## src/design/tarp_pkg.sv

```systemverilog
`timescale 1ns / 1ps
`default_nettype none
// ----------------------------------------------------------------------------
// tarp_pkg: shared types and constants of the two anchor position unit
// Register indexes, payload types and the cell widths.
// ----------------------------------------------------------------------------
package tarp_pkg;

    localparam int DIVW = 48;   // remainder bits of a division cell
    localparam int SQR  = 17;   // root bits

    localparam logic [1:0] REG_DIST = 2'd0;
    localparam logic [1:0] REG_CALA = 2'd1;
    localparam logic [1:0] REG_CALB = 2'd2;

    typedef struct packed {
        logic [31:0] rss_first;
        logic [31:0] rss_second;
    } t_in;

    typedef struct packed {
        logic [15:0] x_pos;
        logic signed [23:0] y_pos;
        logic [31:0] range_sq_first;
        logic [31:0] range_sq_second;
        logic        clamped;
        logic        status;
    } t_out;

endpackage
`default_nettype wire

```

## src/design/tarp_sqcell.sv

```systemverilog
`timescale 1ns / 1ps
`default_nettype none
// ----------------------------------------------------------------------------
// tarp_sqcell: one digit of a restoring square root
// Brings down two radicand bits and tries the next root bit.
// ----------------------------------------------------------------------------
module tarp_sqcell (
    input  wire logic [tarp_pkg::SQR+1:0] i_rem,
    input  wire logic [tarp_pkg::SQR-1:0] i_root,
    input  wire logic [1:0]               i_bits,
    output logic [tarp_pkg::SQR+1:0]      o_rem,
    output logic [tarp_pkg::SQR-1:0]      o_root
);
    logic [tarp_pkg::SQR+3:0] w_t;
    logic [tarp_pkg::SQR+3:0] w_try;
    logic [tarp_pkg::SQR+3:0] w_diff;
    always_comb begin
        w_t    = {i_rem, i_bits};
        w_try  = {2'b00, i_root, 2'b01};
        w_diff = w_t - w_try;
        if (w_t >= w_try) begin
            o_rem  = w_diff[tarp_pkg::SQR+1:0];
            o_root = {i_root[tarp_pkg::SQR-2:0], 1'b1};
        end else begin
            o_rem  = w_t[tarp_pkg::SQR+1:0];
            o_root = {i_root[tarp_pkg::SQR-2:0], 1'b0};
        end
    end
endmodule
`default_nettype wire

```

## config.mk

```make
export PLATFORM = sky130hd
export DESIGN_NAME = tarp_sqcell
export DESIGN_NICKNAME = d
export VERILOG_FILES = /design/src/design/tarp_pkg.sv /design/src/design/tarp_sqcell.sv
export SDC_FILE = /design/constraint.sdc
export NUM_CORES = 1
export LEC_CHECK = 0
export BUFFER_PORTS_ARGS = -buffer_cell sky130_fd_sc_hd__buf_4
export CAP_MARGIN = 20
export CORE_ASPECT_RATIO = 1.1
export CORE_MARGIN = 3
export CORE_UTILIZATION = 47
export DETAILED_ROUTE_END_ITERATION = 8
export GPL_ROUTABILITY_DRIVEN = 0
export PLACE_DENSITY_LB_ADDON = 0.08
export SLEW_MARGIN = 20
export SYNTH_ARGS = -nofsm -noshare
export SYNTH_HDL_FRONTEND = slang
export SYNTH_SLANG_ARGS = --single-unit
```

## constraint.sdc

```tcl
create_clock -name vclk -period 7.9
set_clock_uncertainty 0.15 [all_clocks]
set_input_delay 1.58 -clock vclk [all_inputs]
set_output_delay 1.58 -clock vclk [all_outputs]
set_load 0.01 [all_outputs]
```

Word-level counts from Yosys, hierarchy flattened
Index checks and enable logic that the tools add are counted.
{"block": "classes", "addsub": 1, "magnitude_cmp": 1, "muxes": 2}
{"cell": "$ge 21x19->1", "n": 1}
{"cell": "$mux 19", "n": 1}
{"cell": "$sub 19x19->19", "n": 1}
{"cell": "$mux 1", "n": 1}
{"block": "totals", "reg_bits": 0}

Logic depth before layout (Yosys ltp)
{"block": "depth", "ltp_word": 2, "depth_mapped": 10, "mapped_depth_nobuf": 8}

Worst setup path after synthesis
Ideal clock, no wire load.
{"block": "synth_timing", "path_type": "input to output", "start": "input port i_root[12] (netlist name)", "end": "output port o_rem[10] (netlist name)", "n_path_buf": 2, "required_time_ns": 6.170, "t_arrival_ns": 3.397, "cell_stages": 10, "path_slack_ns": 2.773, "path_cell_list": "inv_1 -> ha_1 -> buf_6 -> and4_4 -> nand3_2 -> or4_1 -> nand3_1 -> a21oi_2 -> buf_6 -> mux2_4"}
{"block": "synth_via", "elab_chain_len": 2}
{"item": "start: declaration", "line": "tarp_sqcell.sv:9", "source": "input wire logic [tarp_pkg::SQR-1:0] i_root,"}
{"item": "$ge 21x19->1", "line": "tarp_sqcell.sv:21", "source": "if (w_t >= w_try) begin"}
{"item": "$mux 19", "line": "tarp_sqcell.sv:21"}
{"item": "end: declaration", "line": "tarp_sqcell.sv:11", "source": "output logic [tarp_pkg::SQR+1:0] o_rem,"}
No other way between the ends.

Final worst setup path
{"block": "layout_timing", "start": "input port i_rem[0] (netlist name)", "end": "output port o_rem[18] (netlist name)"}
{"block": "layout_via", "elab_chain_len": 2, "elab_cells_between_ends": 3, "classes_between": "1 x add/sub; 1 x order compare; 1 x mux"}
{"item": "start: declaration", "line": "tarp_sqcell.sv:8", "source": "input wire logic [tarp_pkg::SQR+1:0] i_rem,"}
{"item": "$sub 19x19->19 / $ge 21x19->1 (equally long branches)", "line": "tarp_sqcell.sv:20, tarp_sqcell.sv:21"}
{"item": "$mux 19 (*)", "line": "tarp_sqcell.sv:21"}
Every way passes the cells marked *; elsewhere a longest branch is shown, timed or not.

==> flow_metrics.tcl <==
set metrics [dict create \
    outcome "finished clean" \
    period_share_pct 74.3 \
    synth_cell_types 41 \
    vias 1538 \
    track_usage_pct 16.4 \
    crit_arrival_ps 4140 \
    tightest_slew_ps 487 \
    die_w_um 59.9 \
    holdWs_ps 3200 \
    ys_seq_area_share_pct 0 \
    placed_area_mm2 0.00192 \
    antenna_found_initial 0 \
    worst_slack_ps 2030 \
    die_h_um 65.3 \
    powerDensity_mw_per_mm2 95.8 \
    synth_simple_gate_area_share_pct 15.7 \
    cts_post_setup_buffers_inserted 0 \
    ant_nets 0 \
    final_cell_area_mm2 0.00192 \
    rows 20 \
    firstDrtPassIters 4 \
    vias_per_cell 5.32 \
    cap_violations 0 \
    power_leakage_uw 0.000981 \
    setup_viol 0 \
    dp_hpwl_um 2840 \
    drive_above_1_share_pct 37.5 \
    syn_inst 206 \
    nNetsFinal 315 \
    nClkBuffers 0 \
    final_cell_mix "buf_4, inv_1, a21oi_1, ha_1" \
    synth_top_family_by_area "compound AO/OA/AOI/OAI gates" \
    netlist_area_mm2 0.00150 \
    final_common_cell "buf_4" \
    worstPathCellList "buf_4 -> ha_1 -> o211ai_1 -> o21ai_1 -> o21ai_1 -> o21ai_2 -> a21oi_2 -> buf_4 -> mux2_4 -> buf_4" \
    dieArea_mm2 0.00392 \
    synthXorXnorAreaFrac_pct 8.74 \
    worst-path-buf-inv 3 \
    coreArea_mm2 0.00290 \
    fillers 298 \
    dp_slack_ps 1980 \
    grt_overflow 0 \
    synth_fa_ha_area_share_pct 15.8 \
    grt_setup_unrepaired "false" \
    end_kind "primary output" \
    drt_iter0_drc 53 \
    grt_pass1_vias 1341 \
    tns_ps 0 \
    critical-path-top-delay-family "compound AO/OA/AOI/OAI gates" \
    drt_drc_violations_left 0 \
    fin_util_pct 66.1 \
    final.min_clock_period_ps 5870 \
    n_antenna_cell 0 \
    synth-compound-area-share_pct 23.0 \
    initial_core_util_pct 51.8 \
    yosysWarnings 0 \
    relSlewSlack_pct 67.5 \
    critPathLaunchType "input pin" \
    critPathMaxStageDelay_ps 430 \
    wire_per_inst_um 11.5 \
    multi_input_area_mm2 0.00121 \
    cts_hold_buf 0 \
    hp-class "in2out" \
    drv_slew 0 \
    grt_pass1_wl_um 5460 \
    syn-num-nets 263 \
    fmax_mhz 170 \
    cp_max_fo 14 \
    cp_slowest_cell "a21oi_2" \
    hold_viol 0 \
    register_area_um2 0 \
    ioPinCount 74 \
    path_class "in2out" \
    crit_top_cell "buf_4" \
    cts.repair.resized 0 \
    grt_max_degree 15 \
    nFlopsAndLatches 0 \
    syn2layout_area_growth_pct 27.6 \
    syn-mean-instance-area_um2 7.30 \
    portBuffers 74 \
    peakVddDrop_v 0.0000586 \
    muxShareOfSynthArea_pct 17.4 \
    required_ps 6170 \
    wl_um 3320 \
]
-- where the power goes --
part           leakage [uW]  total, uW  switching, uW  internal, uW
combinational      0.000981        184           83.3           100
sequential                0          0              0             0
clock                     0          0              0             0
-- final timing paths --
path | start | to | cells after the start
max | i_rem[0] | o_rem[18] | 10
min | i_root[15] | o_root[16] | 2
-- metrics by stage --
step	instances	total power, uW
floorplan	206	125
global placement	289	183
detailed placement	289	184
CTS	289	185
global route	289	203
finish	289	184
-- routing by layer --
layer / GRT usage [%] / part of all wire (%) / up-vias
met4: 0.831 / 0.51 / 0
met1: 22.8 / 43 / 674
met2: 29.1 / 49 / 52
met3: 0.196 / 7.3 / 2
met5: 0 / 0 / -
li1: - / - / 810
-- cell usage after synthesis, types with 2 or more instances --
library cell	number	area (um^2)
nor2b_1	2	12.5
nand2b_1	3	18.8
o211ai_1	3	22.5
nor3_1	3	15.0
buf_4	18	135
o21ai_1	2	10.0
clkbuf_2	3	15.0
o21a_1	4	30.0
inv_1	27	101
nand3_1	3	15.0
nor2_1	9	33.8
a31oi_1	3	18.8
mux2i_1	4	40.0
mux2_4	14	210
xnor2_1	8	70.1
a211oi_1	2	15.0
o21ai_0	9	45.0
o311ai_0	2	17.5
buf_6	3	33.8
o2111ai_1	3	26.3
ha_1	19	238
nand2_1	14	52.6
xor2_1	7	61.3
a21oi_1	20	100
nand4_1	5	31.3
-- kinds of logic (layout without fill, tap and decap cells) --
| group | after synthesis | after routing |
|---|---|---|
| fa+ha+maj | 19 | 19 |
| mux | 19 | 19 |
| buf+inv | 52 | 102 |
| xor+xnor | 15 | 15 |
| compound gates | 55 | 55 |
| simple gates | 46 | 46 |
-- cell type report --
class                      instances  area share [%]
timing repair buffer              75            29.3
tap                               33            2.15
inverter                          27            5.28
multi-input combinational        154            63.2
No activity file was read; power rests on OpenSTA's default activity.
