==> config.mk <==
export PLATFORM = sky130hd
export DESIGN_NAME = tarp_divcell
export DESIGN_NICKNAME = d
export VERILOG_FILES = /design/src/design/tarp_pkg.sv /design/src/design/tarp_divcell.sv
export SDC_FILE = /design/constraint.sdc
export NUM_CORES = 1
export LEC_CHECK = 0
export ABC_AREA = 1
export BUFFER_PORTS_ARGS = -buffer_cell sky130_fd_sc_hd__buf_2
export CORE_ASPECT_RATIO = 0.6
export CORE_UTILIZATION = 45
export DETAILED_ROUTE_END_ITERATION = 7
export PLACE_DENSITY = 0.75
export SLEW_MARGIN = 20
export SYNTH_ARGS = -nofsm -noshare
export SYNTH_HDL_FRONTEND = slang
export SYNTH_SLANG_ARGS = --single-unit
==> constraint.sdc <==
create_clock -name vclk -period 3.65
set_input_delay 0.365 -clock vclk [all_inputs]
set_output_delay 0.365 -clock vclk [all_outputs]
set_load 0.005 [all_outputs]
==> src/design/tarp_pkg.sv <==
`timescale 1ns / 1ps
`default_nettype none
// ----------------------------------------------------------------------------
// tarp_pkg: shared types and constants of the two anchor position unit
// Register indexes, payload types and the cell widths.
// ----------------------------------------------------------------------------
package tarp_pkg;

    localparam int DIVW = 48;   // remainder bits of a division cell
    localparam int SQR  = 17;   // root bits

    localparam logic [1:0] REG_DIST = 2'd0;
    localparam logic [1:0] REG_CALA = 2'd1;
    localparam logic [1:0] REG_CALB = 2'd2;

    typedef struct packed {
        logic [31:0] rss_first;
        logic [31:0] rss_second;
    } t_in;

    typedef struct packed {
        logic [15:0] x_pos;
        logic signed [23:0] y_pos;
        logic [31:0] range_sq_first;
        logic [31:0] range_sq_second;
        logic        clamped;
        logic        status;
    } t_out;

endpackage
`default_nettype wire

==> src/design/tarp_divcell.sv <==
`timescale 1ns / 1ps
`default_nettype none
// ----------------------------------------------------------------------------
// tarp_divcell: one restoring division step
// Shifts in one numerator bit and conditionally subtracts the divisor.
// ----------------------------------------------------------------------------
module tarp_divcell (
    input  wire logic [tarp_pkg::DIVW-1:0] i_rem,
    input  wire logic                      i_bit,
    input  wire logic [tarp_pkg::DIVW-1:0] i_den,
    output logic [tarp_pkg::DIVW-1:0]      o_rem,
    output logic                           o_q
);
    logic [tarp_pkg::DIVW:0] w_t;
    always_comb begin
        w_t = {i_rem, i_bit};
        if (w_t >= {1'b0, i_den}) begin
            o_q   = 1'b1;
            w_t   = w_t - {1'b0, i_den};
        end else begin
            o_q = 1'b0;
        end
        o_rem = w_t[tarp_pkg::DIVW-1:0];
    end
endmodule
`default_nettype wire

# Yosys cells after proc, flatten, opt, wreduce, memory -nomap -nowiden
# Cells that the tools add are included.
[op_classes]
n_addsub = 1
n_lt_le_gt_ge = 1
muxes = 2
[op_table]
columns = ["cell", "count"]
rows = [
  ["49-bit by 48-bit >= comparator with 1-bit output", 1],
  ["48-bit two-way mux", 1],
  ["48-bit subtractor", 1],
  ["1-bit two-way mux", 1],
]
[totals]
regBits = 0
inputBits = 97

# Longest topological paths before layout
# Gate-level depths: netlist (run 1).
[depth]
depth_word = 2
depth_mapped = 16
depth_no_buf = 16

# Worst setup path after synthesis (run 1)
# No wires, ideal clock.
[synth_timing]
kind = "input to output"
startpoint = "in i_den[44] (netlist bit)"
endpoint = "out o_rem[27] (netlist bit)"
arrival_time_ns = 1.867
required_time_ns = 3.285
slack_ns = 1.418
path_stages = 12
path_buffers = 2
cell_sequence = "inv_1 ha_1 a21oi_1 and2_1 nor2_1 nor2_1 nand2_1 a21oi_2 buf_4 buf_2 nand4_1 nand2_1"
[synth_via]
elab_chain_cells = 2
[synth_lines]
columns = ["element", "line_no", "rtl"]
rows = [
  ["start, declared", "tarp_divcell.sv:10", "input wire logic [tarp_pkg::DIVW-1:0] i_den,"],
  ["49-bit by 48-bit >= comparator with 1-bit output", "tarp_divcell.sv:17", "if (w_t >= {1'b0, i_den}) begin"],
  ["48-bit two-way mux", "tarp_divcell.sv:17", ""],
  ["end, declared", "tarp_divcell.sv:11", "output logic [tarp_pkg::DIVW-1:0] o_rem,"],
]
# No other way between the ends.

# Worst setup path in the final report (run 1)
[layout_timing]
startpoint = "in i_rem[26] (netlist bit)"
endpoint = "out o_rem[46] (netlist bit)"
[layout_via]
elab_chain_cells = 2
elab_cells_between_ends = 3
[layout_lines]
columns = ["element", "line_no", "rtl"]
rows = [
  ["start, declared", "tarp_divcell.sv:8", "input wire logic [tarp_pkg::DIVW-1:0] i_rem,"],
  ["48-bit subtractor / 49-bit by 48-bit >= comparator with 1-bit output (equally long branches)", "tarp_divcell.sv:19, tarp_divcell.sv:17", ""],
  ["48-bit two-way mux *", "tarp_divcell.sv:17", ""],
]
# Mark *: on every way between the ends. The rest lies on a longest branch, timed or not.

==> results of run 1 <==
power groups by stage:
stage	Clock [uW]	Sequential [uW]	Combinational, uW
final	0	0	1020
after floorplan	0	0	655
after CTS	0	0	1000
after global placement	0	0	991
after global routing	0	0	1150
after detailed placement	0	0	996
worst max-delay path by stage:
| stage | startpoint | endpoint | slack (ns) | depth (start not counted) |
|---|---|---|---|---|
| after floorplan | i_den[44] | o_rem[27] | 1.42 | 12 |
| after global placement | i_rem[34] | o_rem[40] | 0.69 | 12 |
| after detailed placement | i_rem[34] | o_rem[46] | 0.66 | 12 |
| after CTS | i_rem[34] | o_rem[46] | 0.64 | 12 |
| after global routing | i_den[31] | o_rem[39] | 0.42 | 13 |
| final | i_rem[26] | o_rem[46] | 0.60 | 12 |
area by class of cell:
class | count | area [um^2]
fill | 1313 | 5170
multi-input combinational | 847 | 4090
tap | 160 | 200
inverter | 288 | 1080
timing repair buffer | 153 | 796
cells by family (layout without fill, tap and decap cells):
family / count (synthesis) / after routing / synth area share [%]
AO/OA/AOI/OAI: 28 / 28 / 2.87
buffers and inverters: 308 / 441 / 22.6
XOR/XNOR: 25 / 25 / 4.16
AND/OR/NAND/NOR: 745 / 745 / 58.6
adder cells (fa/ha/maj): 49 / 49 / 11.8
synthesized netlist by cell type (all sizes together):
| cell type | n |
|---|---|
| nor3 | 3 |
| fa | 1 |
| buf | 14 |
| nand2 | 528 |
| and2 | 2 |
| nand4 | 60 |
| clkbuf | 6 |
| xnor2 | 2 |
| o21a | 1 |
| inv | 288 |
| nor4 | 2 |
| ha | 48 |
| nand3 | 49 |
| or2 | 1 |
| o21bai | 2 |
| xor2 | 23 |
| a21oi | 25 |
| nor2 | 100 |
per-stage QoR:
stage	instances	setup WS [ns]	hold slack [ns]	utilization, %	total power [uW]
4_1_cts	1448	0.640	1.06	54.4	1000
3_3_place_gp	1448	0.693	1.06	54.4	991
5_1_grt	1448	0.419	1.08	54.4	1150
2_1_floorplan	1155	1.42	0.853	-	655
3_5_place_dp	1448	0.658	1.06	54.4	996
6_report	1448	0.598	1.06	54.4	1020
routing by layer:
metal | vias to the layer above | wire [um]
met5 | - | 0
met4 | 0 | 171
met3 | 14 | 1970
met2 | 334 | 6590
met1 | 2936 | 10500
li1 | 3709 | -
==> key figures, run 1 <==
Drt
  • Post-DRT Antenna Nets: 0
  • DR vias: between 6k and 7k
  • Post-route DRC: 0
  • DRT Wirelength: approximately 19000 um
  • Wirelength per Cell: 13.3 um
  • Drt pass-1 iters: 5
  • DR vias/cell: 4.83
  • Iteration-0 DRC Markers: a little under 600

Cells and area
  • Register area: 0 um^2
  • Commonest non-fill, non-tap cell in the layout: nand2_1
  • Seq_cells: 0
  • Clock buf count: 0
  • Post-route cell area: 6160 um^2
  • Share of layout cells above drive strength 1: a little over an eighth
  • Ant. Diodes: 0
  • Fin nets: roughly 1.4k
  • Area grow syn2layout: 17.0%
  • Most frequent cells in the layout: nand2_1 (526), inv_1 (286), buf_2 (146), nor2_1 (97), nand4_1 (60)

Power and ir drop
  • Maximum VDD drop: ~0.090 mV
  • Power Internal: roughly 380 uW
  • Combinational share of power: 100.0%
  • Static leakage: ~0.0044 uW
  • Switching part of the total power: a little over three fifths
  • Power Density: between 150 and 200 nW/um^2
  • Clk network pwr share: 0%
  • Flop pwr share: 0%
  • Switching power: 641 uW

STA
  • Fmax: about 330 MHz
  • RSZ-0062 raised after global routing: false
  • Slew @ Worst Pin: roughly 0.48 ns
  • Final Hold Fails: 0
  • Slew headroom: a little under 70%
  • Final min period: 3.05 ns
  • Endpoints failing setup: 0
  • Max Transition Viols Final: 0
  • Total negative slack: 0 ns
  • Fin crit share: approximately 84%

Clock network
  • Post_cts resized: 0
  • Hold-fix buffer count after cts: 0
  • # Post-CTS Setup Buffers: 0

Global routing
  • Busiest grt layer: met1
  • Initial antenna violation count: 0
  • First-pass GRT wire length: 30200 um
  • Overall Global Routing Usage: 31.6%
  • GR Util met1: about 53%
  • GR met3 Demand/Resource: between 2 and 3%
  • Grt met2 use: roughly 42%
  • Largest net degree at the start of global routing: 50
  • Total gr overflow: 0
  • Vias in the first global route: roughly 5.7k

Logic synthesis
  • Area share of the leading cell type in the synthesized netlist: roughly 37%
  • Top post-synthesis cells by area: nand2_1 (37%), inv_1 (20%), ha_1 (11%)
  • Synthesized net count: about 1.3k
  • Sequential cell area fraction in the yosys report: 0%
  • Cell count after synthesis: about 1.2k
  • Cell taking the most area after synthesis: nand2_1
  • Syn_area_per_cell: roughly 4.6 um^2
  • Library cells used by synthesis: 29
  • Ys Warns: 0
  • Post-Syn Area: ~5300 um^2

Placement
  • Dpl cell area: just over 6000 um^2
  • Placer Congestion: ~1
  • Dpl hpwl: roughly 17000 um
  • Port bufs: between 100 and 150

Worst setup path
  • Worst Path Max Fanout: 49
  • Most common cell on crit path: nand2_1
  • CP peak stage delay: 0.37 ns
  • CP top delay family: simple AND/OR/NAND/NOR gates
  • Crit path cell chain: buf_2, ha_1, nand2_1, nor2_1, nand2_1, nor2_1, nand3_4, nand3_2, buf_12, nand2_1, nand2_1, buf_2
  • Arrival time worst endpoint: about 2.7 ns
  • WP data required: around 3.3 ns
  • Worst path bufs/invs: 3
  • Setup Crit Path Kind: input pin to primary output
  • Startpoint types: input pin
  • CP endpoint kind: primary output
  • CP max-delay cell: ha_1

Floorplanning
  • Row Count: 30
  • Ports: about 150
  • Initial core utilization: 46.5%
  • Core Region: around 11000 um^2
  • Die X: approximately 140 um
  • Chip height: between 80 and 90 um
  • Die ar.: 12200 um^2

Outcome
  • Status: complete, no violations

Worst hold path
  • Worst Hold Launch: i_rem[31]
  • Hold crit path type: input pin to primary output
  • WHS Endpoint: o_rem[32]
  • Hold Path Depth: 4

Flow run
  • Max-cap violations: 0
Power figures use the tool's default switching activity.
==> run 2: changes to the inputs <==
==> constraint.sdc (replaced) <==
create_clock -name vclk -period 3.1
set_input_delay 0.31 -clock vclk [all_inputs]
set_output_delay 0.31 -clock vclk [all_outputs]
set_load 0.005 [all_outputs]
==> run 2 against run 1 <==
Compared with the run above: setup slack got worse by 0.26 ns; wire length barely moved; clock-buffer cell count did not move; critical endpoint is now o_rem[24]; highest routed layer unchanged.
==> key figures, run 2 (synthesized netlist as in run 1, its figures left out) <==
Cells and area
  • Clock buf count: 0
  • Register area: 0 um^2
  • Commonest non-fill, non-tap cell in the layout: nand2_1
  • Seq_cells: 0
  • Most frequent cells in the layout: nand2_1 (526), inv_1 (286), buf_2 (146), nor2_1 (97), nand4_1 (60)
  • Ant. Diodes: 0
  • Fin nets: approximately 1.4k
  • Area grow syn2layout: 17.1%
  • Share of layout cells above drive strength 1: between 10% and 20%
  • Final-layout fill cell count: about 1.3k
  • Multi-input gate area: between 4000 and 5000 um^2

Global routing
  • Total gr overflow: 0
  • Initial antenna violation count: 0
  • First-pass GRT wire length: approximately 30000 um
  • Overall Global Routing Usage: 31.5%
  • Vias in the first global route: between 5k and 6k
  • Largest net degree at the start of global routing: 50

Worst setup path
  • Worst Path Max Fanout: 49
  • Arrival time worst endpoint: about 2.5 ns
  • CP peak stage delay: between 0.3 and 0.4 ns
  • Setup Crit Path Kind: input pin to primary output
  • CP max-delay cell: ha_1
  • Most common cell on crit path: nand2_1
  • Crit path cell chain: buf_2, ha_1, nand2_1, nor2_1, nand2_1, nor2_1, nand3_4, nand3_2, buf_12, nand2_1, nand2_1, buf_2
  • Startpoint types: input pin
  • WP data required: between 2 and 3 ns
  • CP endpoint kind: primary output

Placement
  • Port bufs: approximately 150
  • Dpl hpwl: 17100 um
  • Dpl ws: between 0.3 and 0.4 ns
  • Placer Congestion: 0.999

STA
  • Slew @ Worst Pin: between 0.4 and 0.5 ns
  • Total negative slack: 0 ns
  • Final WS setup: 0.338 ns
  • Max Transition Viols Final: 0
  • RSZ-0062 raised after global routing: false
  • Final Hold Fails: 0
  • Slew headroom: approximately 70%
  • Fmax: between 300 and 400 MHz
  • Endpoints failing setup: 0
  • Fin crit share: just under 90%
  • Final min period: ~2.8 ns

Outcome
  • Status: complete, no violations

Floorplanning
  • Row Count: 30
  • Die X: between 100 and 150 um
  • Ports: approximately 150
  • Core Region: approximately 11000 um^2
  • Die ar.: ~12000 um^2
  • Initial core utilization: approximately 46%
  • Chip height: roughly 86 um

Clock network
  • Post_cts resized: 0
  • # Post-CTS Setup Buffers: 0
  • Hold-fix buffer count after cts: 0

Drt
  • Drt pass-1 iters: 5
  • DRT Wirelength: approximately 19000 um
  • DR vias/cell: 4.78
  • Wirelength per Cell: between 10 and 15 um
  • Iteration-0 DRC Markers: slightly below 600
  • Post-DRT Antenna Nets: 0
  • DR vias: slightly below 7k
  • Post-route DRC: 0

Power and ir drop
  • Static leakage: 0.00438 uW
  • Maximum VDD drop: 0.111 mV
  • Power Density: 195 nW/um^2
  • Total power: approximately 1200 uW

Worst hold path
  • Hold Path Depth: 4
  • Hold crit path type: input pin to primary output
  • WHS Endpoint: o_rem[34]
  • Worst Hold Launch: i_rem[33]

Flow run
  • Max-cap violations: 0
-- run 2: critical path: cells and delay by family --
family        cells  cell delay, ns
fa+ha+maj         1            0.39
simple gates      8            1.24
buf+inv           3            0.45
-- run 2: layer usage --
layer	vias to the layer above	share of wire, %	GRT usage (%)
met5	-	0	0
met3	4	11	3.46
met4	0	0.32	1.27
met2	328	34	42.4
li1	3702	-	-
met1	2893	55	53.1
-- run 2: per-stage QoR --
stage / utilization [%] / instances / instance area (um^2) / hold WS (ns)
floorplan: - / 1155 / 5270 / 0.743
global placement: 54.4 / 1449 / 6170 / 0.947
detailed placement: 54.4 / 1449 / 6170 / 0.954
CTS: 54.4 / 1449 / 6170 / 0.954
global route: 54.4 / 1449 / 6170 / 0.970
finish: 54.4 / 1449 / 6170 / 0.953
-- run 2: how the worst max path moves through the flow --
stage,from,end
6_report,i_rem[23],o_rem[24]
3_3_place_gp,i_rem[7],o_rem[34]
5_1_grt,i_den[28],o_rem[2]
4_1_cts,i_rem[35],o_rem[43]
3_5_place_dp,i_rem[35],o_rem[43]
2_1_floorplan,i_den[44],o_rem[27]
-- run 2: final cells by class --
type / instances / share of cell area, %
timing repair buffer: 154 / 13.0
tap: 160 / 3.24
multi-input combinational: 847 / 66.2
inverter: 288 / 17.5
-- run 2: report_power, final --
group	switching, uW	leakage, uW	total, uW	internal, uW
Combinational	760	0.00438	1200	444
Sequential	0	0	0	0
Clock	0	0	0	0
